==> config.mk <==
export PLATFORM = sky130hd
export DESIGN_NAME = ldpb_ctrl
export DESIGN_NICKNAME = d
export VERILOG_FILES = /design/src/hw/rtl/ldpb_pkg.sv /design/src/hw/rtl/ldpb_ctrl.sv
export SDC_FILE = /design/constraint.sdc
export NUM_CORES = 1
export LEC_CHECK = 0
export BUFFER_PORTS_ARGS = -buffer_cell sky130_fd_sc_hd__buf_4
export CAP_MARGIN = 15
export CELL_PAD_IN_SITES_DETAIL_PLACEMENT = 1
export CELL_PAD_IN_SITES_GLOBAL_PLACEMENT = 2
export CORE_MARGIN = 1
export CORE_UTILIZATION = 24
export DETAILED_ROUTE_END_ITERATION = 12
export PLACE_DENSITY_LB_ADDON = 0.3
export SLEW_MARGIN = 10
export SYNTH_ARGS = -nofsm -noshare
export SYNTH_HDL_FRONTEND = slang
export SYNTH_SLANG_ARGS = --single-unit
==> constraint.sdc <==
create_clock -name clk -period 1.7 [get_ports clk]
set_clock_uncertainty 0.2 [all_clocks]
set_input_delay 0.17 -clock clk [delete_from_list [all_inputs] [get_ports clk]]
set_output_delay 0.17 -clock clk [all_outputs]
set_load 0.01 [all_outputs]
==> src/hw/rtl/ldpb_pkg.sv <==
// Shared types and constants for the luminance difference pixel blend core.
// Used by ldpb_ctrl, ldpb_dp and the top level; depends on nothing.
package ldpb_pkg;

	localparam int MAX_PIXELS_LOG2_DEF = 24;
	localparam int FRAC_BITS_DEF       = 12;

	// Rec.709 luma weights, Q0.16, summing to 65536
	localparam logic [16:0] LUM_WR = 17'd13933;
	localparam logic [16:0] LUM_WG = 17'd46871;
	localparam logic [16:0] LUM_WB = 17'd4732;

	localparam logic [12:0] BLEND_ONE = 13'd4096;

	localparam logic [1:0] LAST_CH = 2'd2;

	typedef enum logic [1:0] {
		ACT_ACCUM = 2'd0,
		ACT_FINAL = 2'd1,
		ACT_BLEND = 2'd2
	} action_t;

	typedef enum logic [1:0] {
		CFG_BLEND_AMOUNT = 2'd0,
		CFG_USE_AVERAGE  = 2'd1,
		CFG_CLAMP_ENABLE = 2'd2
	} cfg_index_t;

	typedef enum logic [3:0] {
		ST_IDLE,
		ST_LMUL,
		ST_LSUM,
		ST_DIFF,
		ST_DMUL,
		ST_RND,
		ST_MMUL,
		ST_WRITE,
		ST_DIV_START,
		ST_DIV_WAIT
	} state_t;

	typedef struct packed {
		logic       latch;
		logic       acc;
		logic       lmul;
		logic       lsum;
		logic       diff;
		logic       dmul;
		logic       rnd;
		logic       mmul;
		logic       write_out;
		logic       div_start;
		logic       div_store;
		logic       clear_sums;
		logic [1:0] ch;
	} cmd_t;

	typedef struct packed {
		logic div_done;
	} sts_t;

endpackage

==> src/hw/rtl/ldpb_ctrl.sv <==
// Controller: sequences blend steps and the three finalize divisions.
// Depends on ldpb_pkg; drives ldpb_dp through cmd_t, reads sts_t.
module ldpb_ctrl (
	input  logic           clk,
	input  logic           arst_n,
	input  logic           in_valid,
	output logic           in_stall,
	input  logic [1:0]     action,
	input  logic           present,
	output logic           out_valid,
	input  logic           out_stall,
	output ldpb_pkg::cmd_t cmd,
	input  ldpb_pkg::sts_t sts
);

	ldpb_pkg::state_t state_q;
	ldpb_pkg::state_t state_nxt;
	logic [1:0]       ch_q;
	logic             out_valid_q;
	logic             out_free;

	assign out_free = !out_valid_q || !out_stall;

	always_comb begin
		state_nxt = state_q;
		case (state_q)
			ldpb_pkg::ST_IDLE: begin
				if (in_valid) begin
					case (action)
						ldpb_pkg::ACT_BLEND:
							state_nxt = present ? ldpb_pkg::ST_LMUL : ldpb_pkg::ST_WRITE;
						ldpb_pkg::ACT_FINAL:
							state_nxt = ldpb_pkg::ST_DIV_START;
						default:
							state_nxt = ldpb_pkg::ST_IDLE;
					endcase
				end
			end
			ldpb_pkg::ST_LMUL:      state_nxt = ldpb_pkg::ST_LSUM;
			ldpb_pkg::ST_LSUM:      state_nxt = ldpb_pkg::ST_DIFF;
			ldpb_pkg::ST_DIFF:      state_nxt = ldpb_pkg::ST_DMUL;
			ldpb_pkg::ST_DMUL:      state_nxt = ldpb_pkg::ST_RND;
			ldpb_pkg::ST_RND:       state_nxt = ldpb_pkg::ST_MMUL;
			ldpb_pkg::ST_MMUL:      state_nxt = ldpb_pkg::ST_WRITE;
			ldpb_pkg::ST_WRITE: begin
				if (out_free)
					state_nxt = ldpb_pkg::ST_IDLE;
			end
			ldpb_pkg::ST_DIV_START: state_nxt = ldpb_pkg::ST_DIV_WAIT;
			ldpb_pkg::ST_DIV_WAIT: begin
				if (sts.div_done)
					state_nxt = (ch_q == ldpb_pkg::LAST_CH) ? ldpb_pkg::ST_IDLE
					                                        : ldpb_pkg::ST_DIV_START;
			end
			default:                state_nxt = ldpb_pkg::ST_IDLE;
		endcase
	end

	always_comb begin
		cmd      = '0;
		cmd.ch   = ch_q;
		in_stall = (state_q != ldpb_pkg::ST_IDLE);
		case (state_q)
			ldpb_pkg::ST_IDLE: begin
				cmd.latch = in_valid;
				cmd.acc   = in_valid && present && (action == ldpb_pkg::ACT_ACCUM);
			end
			ldpb_pkg::ST_LMUL:      cmd.lmul = 1'b1;
			ldpb_pkg::ST_LSUM:      cmd.lsum = 1'b1;
			ldpb_pkg::ST_DIFF:      cmd.diff = 1'b1;
			ldpb_pkg::ST_DMUL:      cmd.dmul = 1'b1;
			ldpb_pkg::ST_RND:       cmd.rnd  = 1'b1;
			ldpb_pkg::ST_MMUL:      cmd.mmul = 1'b1;
			ldpb_pkg::ST_WRITE:     cmd.write_out = out_free;
			ldpb_pkg::ST_DIV_START: cmd.div_start = 1'b1;
			ldpb_pkg::ST_DIV_WAIT: begin
				cmd.div_store  = sts.div_done;
				cmd.clear_sums = sts.div_done && (ch_q == ldpb_pkg::LAST_CH);
			end
			default: ;
		endcase
	end

	always_ff @(posedge clk or negedge arst_n) begin
		if (!arst_n) begin
			state_q     <= ldpb_pkg::ST_IDLE;
			ch_q        <= '0;
			out_valid_q <= 1'b0;
		end else begin
			state_q <= state_nxt;
			if (cmd.latch)
				ch_q <= '0;
			else if (cmd.div_store && ch_q != ldpb_pkg::LAST_CH)
				ch_q <= ch_q + 2'd1;
			if (cmd.write_out)
				out_valid_q <= 1'b1;
			else if (!out_stall)
				out_valid_q <= 1'b0;
		end
	end

	assign out_valid = out_valid_q;

endmodule

==> impl_metrics.py <==
metrics = {
    "status": {
        "outcome": "finished, violations left",
        "violations": "setup timing",
    },
    "setup_path": {
        "worst_setup_path_start_kind": "flip-flop",
        "r2r-start": "state_q[2]$_DFFE_PN0P_",
        "r2r_slack_ns": 0.06,
        "cp_max_fo": 8,
        "setup.worst_path.start": "state_q[2]$_DFFE_PN0P_",
        "cp-end-kind": "output pin",
        "cp.depth": 4,
        "crit_chain": "nor4_4 > and2_4 > and3_4 > buf_6",
        "r2r-end": "ch_q[1]$_DFFE_PN0P_",
        "cp_data_required_time_ns": 1.33,
        "reg2reg_depth": 4,
        "crit_slowest_cell": "dfrtp_2",
        "critPathTopFamily": "simple AND/OR/NAND/NOR gates",
        "cpPeakStageDelay_ns": 0.48,
        "arrival_ns": 1.48,
        "path_class": "flip-flop to output pin",
        "critPathBufInv": 1,
    },
    "clock_tree": {
        "cts_tree": "yes",
        "clockBufferDepth": 2,
        "cts_root_buffer": "clkbuf_4",
        "cts_num_sinks": 7,
        "cts_max_level": 1,
        "clkTransAtPathRegs_ns": 0.06,
        "clk_latency_ns": 0.27,
        "cts_buffers": 3,
    },
    "synth": {
        "synth_top_family_by_area": "simple AND/OR/NAND/NOR gates",
        "synth_cell_types": 29,
        "synthAdderAreaFrac": 0.0883,
        "syn_inst": 69,
        "synth_xor_area_frac": 0.0309,
        "yosys.area_share.simple": 0.360,
        "synth-compound-area-share": 0.137,
        "avgSynthCellArea_um2": 8.21,
        "ys_seq_elements": 7,
        "syn-cell-area_um2": 567,
        "synth_nets": 81,
        "synthMuxAreaShare": 0,
        "ys_warn_count": 0,
        "seq_area_frac_synth": 0.309,
    },
    "floorplanning": {
        "placementRows": 17,
        "fp.dieW_um": 50.6,
        "ios": 24,
        "start_util": 0.256,
        "die_h_um": 50.6,
        "coreArea_mm2": 0.00221,
        "die_area_mm2": 0.00256,
    },
    "detailed_routing": {
        "drt-initial-drc-count": 7,
        "routed_wl_um": 2160,
        "wl_per_cell_um": 15.8,
        "firstDrtPassIters": 4,
        "drc": 0,
        "dr_total_vias": 669,
        "drt-vias-per-instance": 4.88,
        "final_antenna_net_count": 0,
    },
    "sta": {
        "rsz0062_at_grt": "true",
        "min_period_over_period": 1.09,
        "tightest_slew_ns": 0.285,
        "holdWs_ns": 0.0488,
        "slew_violations": 0,
        "setup_viol": 11,
        "worst_slack_ns": -0.152,
        "finalWorstPathRequiredPeriod_ns": 1.85,
        "maxSlewHeadroom": 0.810,
        "hold_viol": 0,
        "fmax_mhz": 540,
    },
    "place": {
        "numPortBuffers": 23,
        "hpwl_um": 1440,
        "place.gp.congestion": 0.783,
        "place_area_um2": 815,
        "dp_slack_ns": 0.0479,
    },
    "global_route": {
        "grt_pass1_wl_um": 3190,
        "grt_max_degree": 9,
        "overflow": 0,
        "antenna_found_initial": 0,
        "grt_usage": 0.183,
        "grt_pass1_vias": 692,
    },
    "cells_and_area": {
        "syn_to_final_growth_pct": 91.4,
        "utilization": 0.490,
        "design_area_mm2": 0.00108,
        "diodes": 0,
        "seq_area_um2": 180,
        "fillers": 277,
        "nets": 122,
        "multi_input_area_um2": 455,
        "drive_gt1_frac": 0.596,
    },
    "pwr": {
        "ir_worst_vdd_mv": 0.674,
        "total_power_mw": 1.69,
        "cellPowerDensity_mw_per_mm2": 1560,
        "leakage_nw": 0.494,
    },
    "hold_path": {
        "hp-class": "primary input to async pin",
    },
    "job": {
        "cap_violations": 0,
    },
}
-- sequential cells by signal, indices dropped and copies added (netlist names) --
name and count:
out_valid 1, ch_q 2, state_q 4
-- worst register-to-register path: cells and delay by family (launching register included) --
family	cells	cell delay (ns)
AND/OR/NAND/NOR	3	0.76
flip-flops	1	0.48
AO/OA/AOI/OAI	1	0.12
-- routing by layer --
layer  part of all wire  GRT usage
met1               0.42      0.191
met2               0.52      0.338
met3              0.025     0.0364
met4              0.029     0.0972
met5                  0          0
-- through the flow --
stage / setup TNS, ns / std cells
3_3_place_gp: 0 / 124
2_1_floorplan: 0 / 69
5_1_grt: -1.30 / 137
3_5_place_dp: 0 / 124
6_report: -0.732 / 137
4_1_cts: -0.517 / 135
-- power by group --
| group | switching, mW | internal, mW | total, mW | leakage, nW |
|---|---|---|---|---|
| Clock | 0.0771 | 0.0869 | 0.164 | 0.0177 |
| Combinational | 0.568 | 0.624 | 1.19 | 0.392 |
| Sequential | 0.0949 | 0.238 | 0.333 | 0.0847 |
-- Yosys cell counts (all sizes together) --
library cell,count,area share
dfrtp,7,0.31
nand2,7,0.046
inv,6,0.040
buf,4,0.035
ha,4,0.088
nand2b,4,0.044
nor2,4,0.026
nor3,4,0.035
o21ai,4,0.035
and2,3,0.033
a21boi,2,0.026
a21oi,2,0.018
and3,2,0.022
nor4,2,0.049
or2,2,0.022
xnor2,2,0.031
a2111oi,1,0.015
and4bb,1,0.022
nand3,1,0.0088
nand3b,1,0.013
nand4b,1,0.015
nor2b,1,0.011
o221ai,1,0.015
o22ai,1,0.011
o32ai,1,0.015
or3,1,0.011
-- layout by cell type (no fill, tap or decap), types with 2 or more instances in the layout --
cell type,synthesis,final
a21boi_0,2,2
and2_4,0,2
and3_4,0,2
buf_4,0,23
buf_6,0,13
clkbuf_4,0,3
dfrtp_1,7,3
dfrtp_2,0,4
dlygate4sd3_1,0,3
ha_1,4,4
inv_1,6,4
inv_2,0,2
nand2_1,7,7
nand2b_1,4,2
nand2b_4,0,2
nor2_1,4,2
nor3_4,0,3
nor4_4,1,2
o21ai_0,4,3
xnor2_1,2,2
-- timing repair --
item | in CTS | in global routing
hold buffers | 3 | 0
gates resized for setup | 15 | 30
buffers inserted | 7 | 3
endpoints found under the hold margin | 9 | 0
endpoints found under the setup margin | 11 | 14
pin swaps | 5 | 8
-- cell families after synthesis --
family / after synthesis
flip-flops: 7
AND/OR/NAND/NOR: 34
XOR/XNOR: 2
adder cells (fa/ha/maj): 4
AO/OA/AOI/OAI: 12
buffers and inverters: 10
-- worst max path at each step --
| stage | slack [ns] | endpoint |
|---|---|---|
| 2_1_floorplan | 0.05 | cmd[12] |
| 3_3_place_gp | 0.08 | state_q[0]$_DFFE_PN0P_ |
| 3_5_place_dp | 0.05 | cmd[5] |
| 4_1_cts | -0.16 | cmd[12] |
| 5_1_grt | -0.21 | cmd[12] |
| 6_report | -0.15 | cmd[12] |
-- final cells by class --
| class | instances | area share |
|---|---|---|
| Clock buffer | 3 | 0.0208 |
| Clock inverter | 1 | 0.00461 |
| Inverter | 6 | 0.0208 |
| Multi-Input combinational cell | 52 | 0.420 |
| Sequential cell | 7 | 0.166 |
| Tap cell | 28 | 0.0323 |
| Timing Repair Buffer | 40 | 0.336 |
(Power assumes the default switching activity.)
